--- src/rtl/lrd_pkg.sv ---
// ----------------------------------------------------------------------------
// LZSS ring decoder package
// Sizes, codes and controller/datapath interface types.
// ----------------------------------------------------------------------------
`timescale 1ns / 1ps
`default_nettype none

package lrd_pkg;

    // Ring depth must be a power of two between 256 and 65536.
    localparam int RING_DEPTH     = 4096;
    localparam int START_POSITION = 4078;
    localparam int RING_AW        = $clog2(RING_DEPTH);
    localparam int FILL_W         = RING_AW + 1;

    localparam logic [RING_AW-1:0] START_PTR = RING_AW'(START_POSITION % RING_DEPTH);
    localparam logic [FILL_W-1:0]  FILL_FULL = FILL_W'(RING_DEPTH);

    localparam int                 CNT_W     = 24;
    localparam logic [CNT_W-1:0]   CNT_MAX   = {CNT_W{1'b1}};

    localparam logic [7:0]         SPACE_BYTE = 8'h20;
    localparam logic [15:0]        FLAG_FILL  = 16'hFF00;
    localparam logic [4:0]         MIN_EXTRA  = 5'd2;  // match length 3, minus the first byte

    typedef enum logic [1:0] {
        PH_FLAG  = 2'd0,
        PH_TOKEN = 2'd1,
        PH_HIGH  = 2'd2
    } t_phase;

    typedef enum logic [1:0] {
        ST_IDLE = 2'd0,
        ST_READ = 2'd1,
        ST_EMIT = 2'd2
    } t_state;

    typedef struct packed {
        logic take;   // input beat accepted this cycle
        logic rd;     // read the ring at the copy pointer
        logic emit;   // load the output register and write the ring
    } t_cmd;

    typedef struct packed {
        logic start_lit;  // the offered beat is a literal to emit
        logic start_ref;  // the offered beat completes a back reference
        logic out_free;   // the output register can take a byte now
        logic more;       // the byte being emitted is not the last of the run
    } t_sts;

endpackage

`default_nettype wire

--- src/rtl/lrd_controller.sv ---
// ----------------------------------------------------------------------------
// LZSS ring decoder controller
// Sequences intake, ring reads and byte emission.
// ----------------------------------------------------------------------------
`timescale 1ns / 1ps
`default_nettype none

module lrd_controller (
    input  wire logic         i_clk,
    input  wire logic         i_rst_n,
    input  wire logic         i_in_valid,
    output logic              o_in_stall,
    input  wire lrd_pkg::t_sts i_sts,
    output lrd_pkg::t_cmd     o_cmd
);
    import lrd_pkg::*;

    t_state r_state;
    t_state n_state;

    always_ff @(posedge i_clk) begin
        if (!i_rst_n) begin
            r_state <= ST_IDLE;
        end else begin
            r_state <= n_state;
        end
    end

    always_comb begin
        n_state    = r_state;
        o_cmd      = '0;
        o_in_stall = 1'b1;
        case (r_state)
            ST_IDLE: begin
                o_in_stall = 1'b0;
                if (i_in_valid) begin
                    o_cmd.take = 1'b1;
                    if (i_sts.start_lit) begin
                        n_state = ST_EMIT;
                    end else if (i_sts.start_ref) begin
                        n_state = ST_READ;
                    end
                end
            end
            ST_READ: begin
                o_cmd.rd = 1'b1;
                n_state  = ST_EMIT;
            end
            ST_EMIT: begin
                if (i_sts.out_free) begin
                    o_cmd.emit = 1'b1;
                    n_state    = i_sts.more ? ST_READ : ST_IDLE;
                end
            end
            default: begin
                n_state = ST_IDLE;
            end
        endcase
    end

endmodule

`default_nettype wire

--- config.mk ---
export PLATFORM = sky130hd
export DESIGN_NAME = lrd_controller
export DESIGN_NICKNAME = d
export VERILOG_FILES = /design/src/rtl/lrd_pkg.sv /design/src/rtl/lrd_controller.sv
export SDC_FILE = /design/constraint.sdc
export NUM_CORES = 1
export LEC_CHECK = 0
export BUFFER_PORTS_ARGS = -buffer_cell sky130_fd_sc_hd__buf_2
export CAP_MARGIN = 20
export CORE_AREA = 4 4 41 43
export DETAILED_ROUTE_END_ITERATION = 8
export DIE_AREA = 0 0 45 47
export PLACE_DENSITY = 0.36
export SLEW_MARGIN = 20
export SYNTH_ARGS = -nofsm -noshare
export SYNTH_HDL_FRONTEND = slang
export SYNTH_SLANG_ARGS = --single-unit
--- constraint.sdc ---
create_clock -name i_clk -period 1.3 [get_ports i_clk]
set_input_delay 0.195 -clock i_clk [delete_from_list [all_inputs] [get_ports i_clk]]
set_output_delay 0.195 -clock i_clk [all_outputs]
set_load 0.03 [all_outputs]
==> flow_results.xml <==
<?xml version="1.0" encoding="UTF-8"?>
<metrics>
  <group name="placement">
    <metric name="placement.cell_area" unit="um2">182.7</metric>
    <metric name="final_weighted_congestion_in_routability_driven_placement" unit="">0.6116</metric>
    <metric name="dp_cells" unit="">36</metric>
    <metric name="place.port_buffers" unit="">10</metric>
  </group>
  <group name="synthesis">
    <metric name="count_of_unique_library_cells_instantiated_by_yosys" unit="">9</metric>
    <metric name="synth_warnings" unit="">0</metric>
    <metric name="syn_avg_cell_area" unit="um2">9.896</metric>
    <metric name="synth.ff_latch_count" unit="">2</metric>
    <metric name="seq_area_frac_synth" unit="">0.3678</metric>
    <metric name="number_of_nets_in_the_synthesized_netlist" unit="">18</metric>
    <metric name="synth_cells" unit="">11</metric>
    <metric name="mappedNetlistArea" unit="um2">108.9</metric>
  </group>
  <group name="worst_setup_path">
    <metric name="cp_cell_sequence" unit="">or2_2 -&gt; buf_2</metric>
    <metric name="critical_path.startpoint_type" unit="">flip-flop</metric>
    <metric name="cpMaxStageDelayCell" unit="">sky130_fd_sc_hd__dfxtp_1</metric>
    <metric name="cp_launch_point" unit="">r_state[1]$_SDFFE_PN0P_</metric>
    <metric name="cp_data_arrival_time" unit="ns">1.03</metric>
    <metric name="critPathRequiredTime" unit="ns">1.11</metric>
    <metric name="worst_path_dominant_cell_family" unit="">flip-flops</metric>
    <metric name="worstSetupEndpointType" unit="">output port</metric>
    <metric name="critical_path_peak_fanout" unit="">6</metric>
    <metric name="worstReg2RegStart" unit="">r_state[0]$_SDFFE_PN0P_</metric>
    <metric name="critical_path_class" unit="">flip-flop to output port</metric>
    <metric name="timing.critical_path.slowest_cell_delay" unit="ns">0.34</metric>
    <metric name="worst-path-buf-inv" unit="">1</metric>
  </group>
  <group name="layout">
    <metric name="finalNonFillerCells" unit="">39</metric>
    <metric name="largest_register_ff_count" unit="">2</metric>
    <metric name="stdcell_area" unit="um2">205.2</metric>
    <metric name="area_growth" unit="%">88.51</metric>
    <metric name="top_register_by_number_of_flip_flops" unit="">r_state</metric>
    <metric name="antenna_cells_inserted" unit="">0</metric>
    <metric name="design.final.nets" unit="">33</metric>
    <metric name="drive_above_1_share" unit="">0.6667</metric>
    <metric name="ff_latch_area" unit="um2">40.04</metric>
    <metric name="reg.largest.list" unit="">r_state: 2 flops</metric>
    <metric name="multiInputGateArea" unit="um2">73.82</metric>
    <metric name="final.fill_count" unit="">153</metric>
  </group>
  <group name="floorplanning">
    <metric name="io_pins" unit="">11</metric>
    <metric name="horizontal_die_dimension" unit="um">45</metric>
    <metric name="rows" unit="">13</metric>
    <metric name="floorplan.die_area" unit="um2">2115</metric>
    <metric name="chipHeight" unit="um">47</metric>
    <metric name="floorplan.core_area" unit="um2">1301</metric>
    <metric name="initial_core_util" unit="">0.08365</metric>
  </group>
  <group name="detailed_routing">
    <metric name="drtAntennaViolNets" unit="">0</metric>
    <metric name="drt_pass_1_iters" unit="">2</metric>
    <metric name="wl_per_cell" unit="um">9.179</metric>
    <metric name="via_per_inst" unit="">3.410</metric>
    <metric name="wirelength" unit="um">358</metric>
    <metric name="remaining_drc_errors" unit="">0</metric>
    <metric name="num_vias" unit="">133</metric>
    <metric name="first_iter_violations" unit="">2</metric>
  </group>
  <group name="worst_hold_path">
    <metric name="hp-start" unit="">i_sts[0]</metric>
    <metric name="hold_path_class" unit="">input port to flip-flop</metric>
  </group>
  <group name="flow_run">
    <metric name="timing.max_cap.violations" unit="">0</metric>
  </group>
  <group name="sta">
    <metric name="min_period" unit="ns">1.226</metric>
    <metric name="worstMarginPinSlew" unit="ns">0.1752</metric>
    <metric name="grt_setup_unrepaired" unit="">no</metric>
    <metric name="report.final.hold_viol_count" unit="">0</metric>
    <metric name="fin_crit_sh" unit="">0.9432</metric>
    <metric name="maxSlewViolCount" unit="">0</metric>
    <metric name="timing.final.setup_violations" unit="">0</metric>
    <metric name="fin_tns_setup" unit="ns">0</metric>
    <metric name="slew_headroom" unit="">0.8830</metric>
    <metric name="fin_worst_skew" unit="ns">0.001090</metric>
    <metric name="max_freq" unit="MHz">815.5</metric>
  </group>
  <group name="clock_network">
    <metric name="htreeDepth" unit="">1</metric>
    <metric name="tritoncts" unit="">built</metric>
    <metric name="cts_root_buffer" unit="">sky130_fd_sc_hd__clkbuf_4</metric>
    <metric name="cts_repair_resize_count" unit="">0</metric>
    <metric name="path_clk_slew" unit="ns">0.03</metric>
    <metric name="cts_num_sinks" unit="">2</metric>
    <metric name="postCtsSetupBuffers" unit="">0</metric>
    <metric name="hold_buffers" unit="">0</metric>
    <metric name="clk-insertion-delay-late" unit="ns">0.22</metric>
    <metric name="clock_tree.buffer_depth" unit="">2</metric>
    <metric name="cts_made_buffers" unit="">3</metric>
  </group>
  <group name="global_route">
    <metric name="vias_in_the_first_global_route" unit="">144</metric>
    <metric name="grt.overflow.total" unit="">0</metric>
    <metric name="global_route_wire_length_before_repair" unit="um">614</metric>
    <metric name="groute.usage.overall" unit="">0.04649</metric>
    <metric name="antenna_found_initial" unit="">0</metric>
    <metric name="grt_max_degree" unit="">7</metric>
  </group>
  <group name="pwr">
    <metric name="power_per_cell_area" unit="nW/um2">1301</metric>
    <metric name="worst_ir_drop_vdd" unit="mV">0.3529</metric>
    <metric name="power.leakage" unit="nW">0.1210</metric>
  </group>
  <group name="outcome">
    <metric name="outcome" unit="">finished clean</metric>
  </group>
</metrics>
-- layer usage --
layer	track usage	share of wire
met5	0	0
met4	0.03509	0
met3	0.06130	0.23
met2	0.04520	0.30
met1	0.04740	0.47
-- Yosys cell counts, drive strengths merged --
| cell type | n | area (um2) |
|---|---|---|
| and3b | 2 | 17.52 |
| o21ai | 1 | 5.000 |
| and3 | 1 | 6.260 |
| nor2b | 1 | 6.260 |
| nor3b | 1 | 7.510 |
| a32o | 1 | 11.26 |
| a211o | 1 | 8.760 |
| dfxtp | 2 | 40.04 |
| or2 | 1 | 6.260 |
-- metrics by stage --
step                      hold slack (ns)  power [mW]    util  setup WS [ns]
after floorplan                    0.3409      0.1107       -         0.2269
after global placement             0.4460      0.1327  0.1404         0.3053
after detailed placement           0.4511      0.1331  0.1404         0.3006
after CTS                          0.2148      0.2767  0.1577        0.06146
after global routing               0.2218      0.2908  0.1577        0.03178
final                              0.2196      0.2669  0.1577        0.07381
-- cells in the final DEF (no fill, tap or decap), drive strengths merged --
| cell type | count |
|---|---|
| a211o | 1 |
| a32o | 1 |
| and3 | 1 |
| and3b | 2 |
| buf | 10 |
| clkbuf | 3 |
| dfxtp | 2 |
| nor2b | 1 |
| nor3b | 1 |
| o21ai | 1 |
| or2 | 1 |
-- layout make-up --
cell class	count	share of cell area
clock buffer	3	0.1098
sequential	2	0.1951
timing repair buffer	10	0.2439
multi-input combinational	9	0.3598
tap	15	0.09146
-- kinds of logic (layout without fill, tap and decap cells) --
group,after synthesis,count (layout),share of synthesized area
buffers and inverters,0,13,0
and+or+nand+nor,6,6,0.4025
DFF,2,2,0.3678
AOI/OAI and AO/OA,3,3,0.2298
-- path summary, 6_finish.rpt --
path | cells after the start | slack, ns | to
hold / removal | 2 | 0.22 | r_state[0]$_SDFFE_PN0P_
setup reg to reg | 2 | 0.34 | r_state[0]$_SDFFE_PN0P_
setup / recovery | 2 | 0.07 | o_in_stall
hold reg to reg | 2 | 0.61 | r_state[1]$_SDFFE_PN0P_
-- worst reg2reg max path, stage by stage, from the launching register on --
cell                      delay [ns]
sky130_fd_sc_hd__dfxtp_1        0.39
sky130_fd_sc_hd__and3b_1        0.21
sky130_fd_sc_hd__a32o_2         0.25
-- power by group --
group	total, mW	leakage (nW)	internal (mW)	switching, mW
Clock	0.135	0.0138	0.102	0.0337
Sequential	0.0721	0.0164	0.0663	0.00576
Combinational	0.0595	0.0908	0.0261	0.0333
Total	0.267	0.121	0.194	0.0728
No activity file was read; power rests on OpenSTA's default activity.
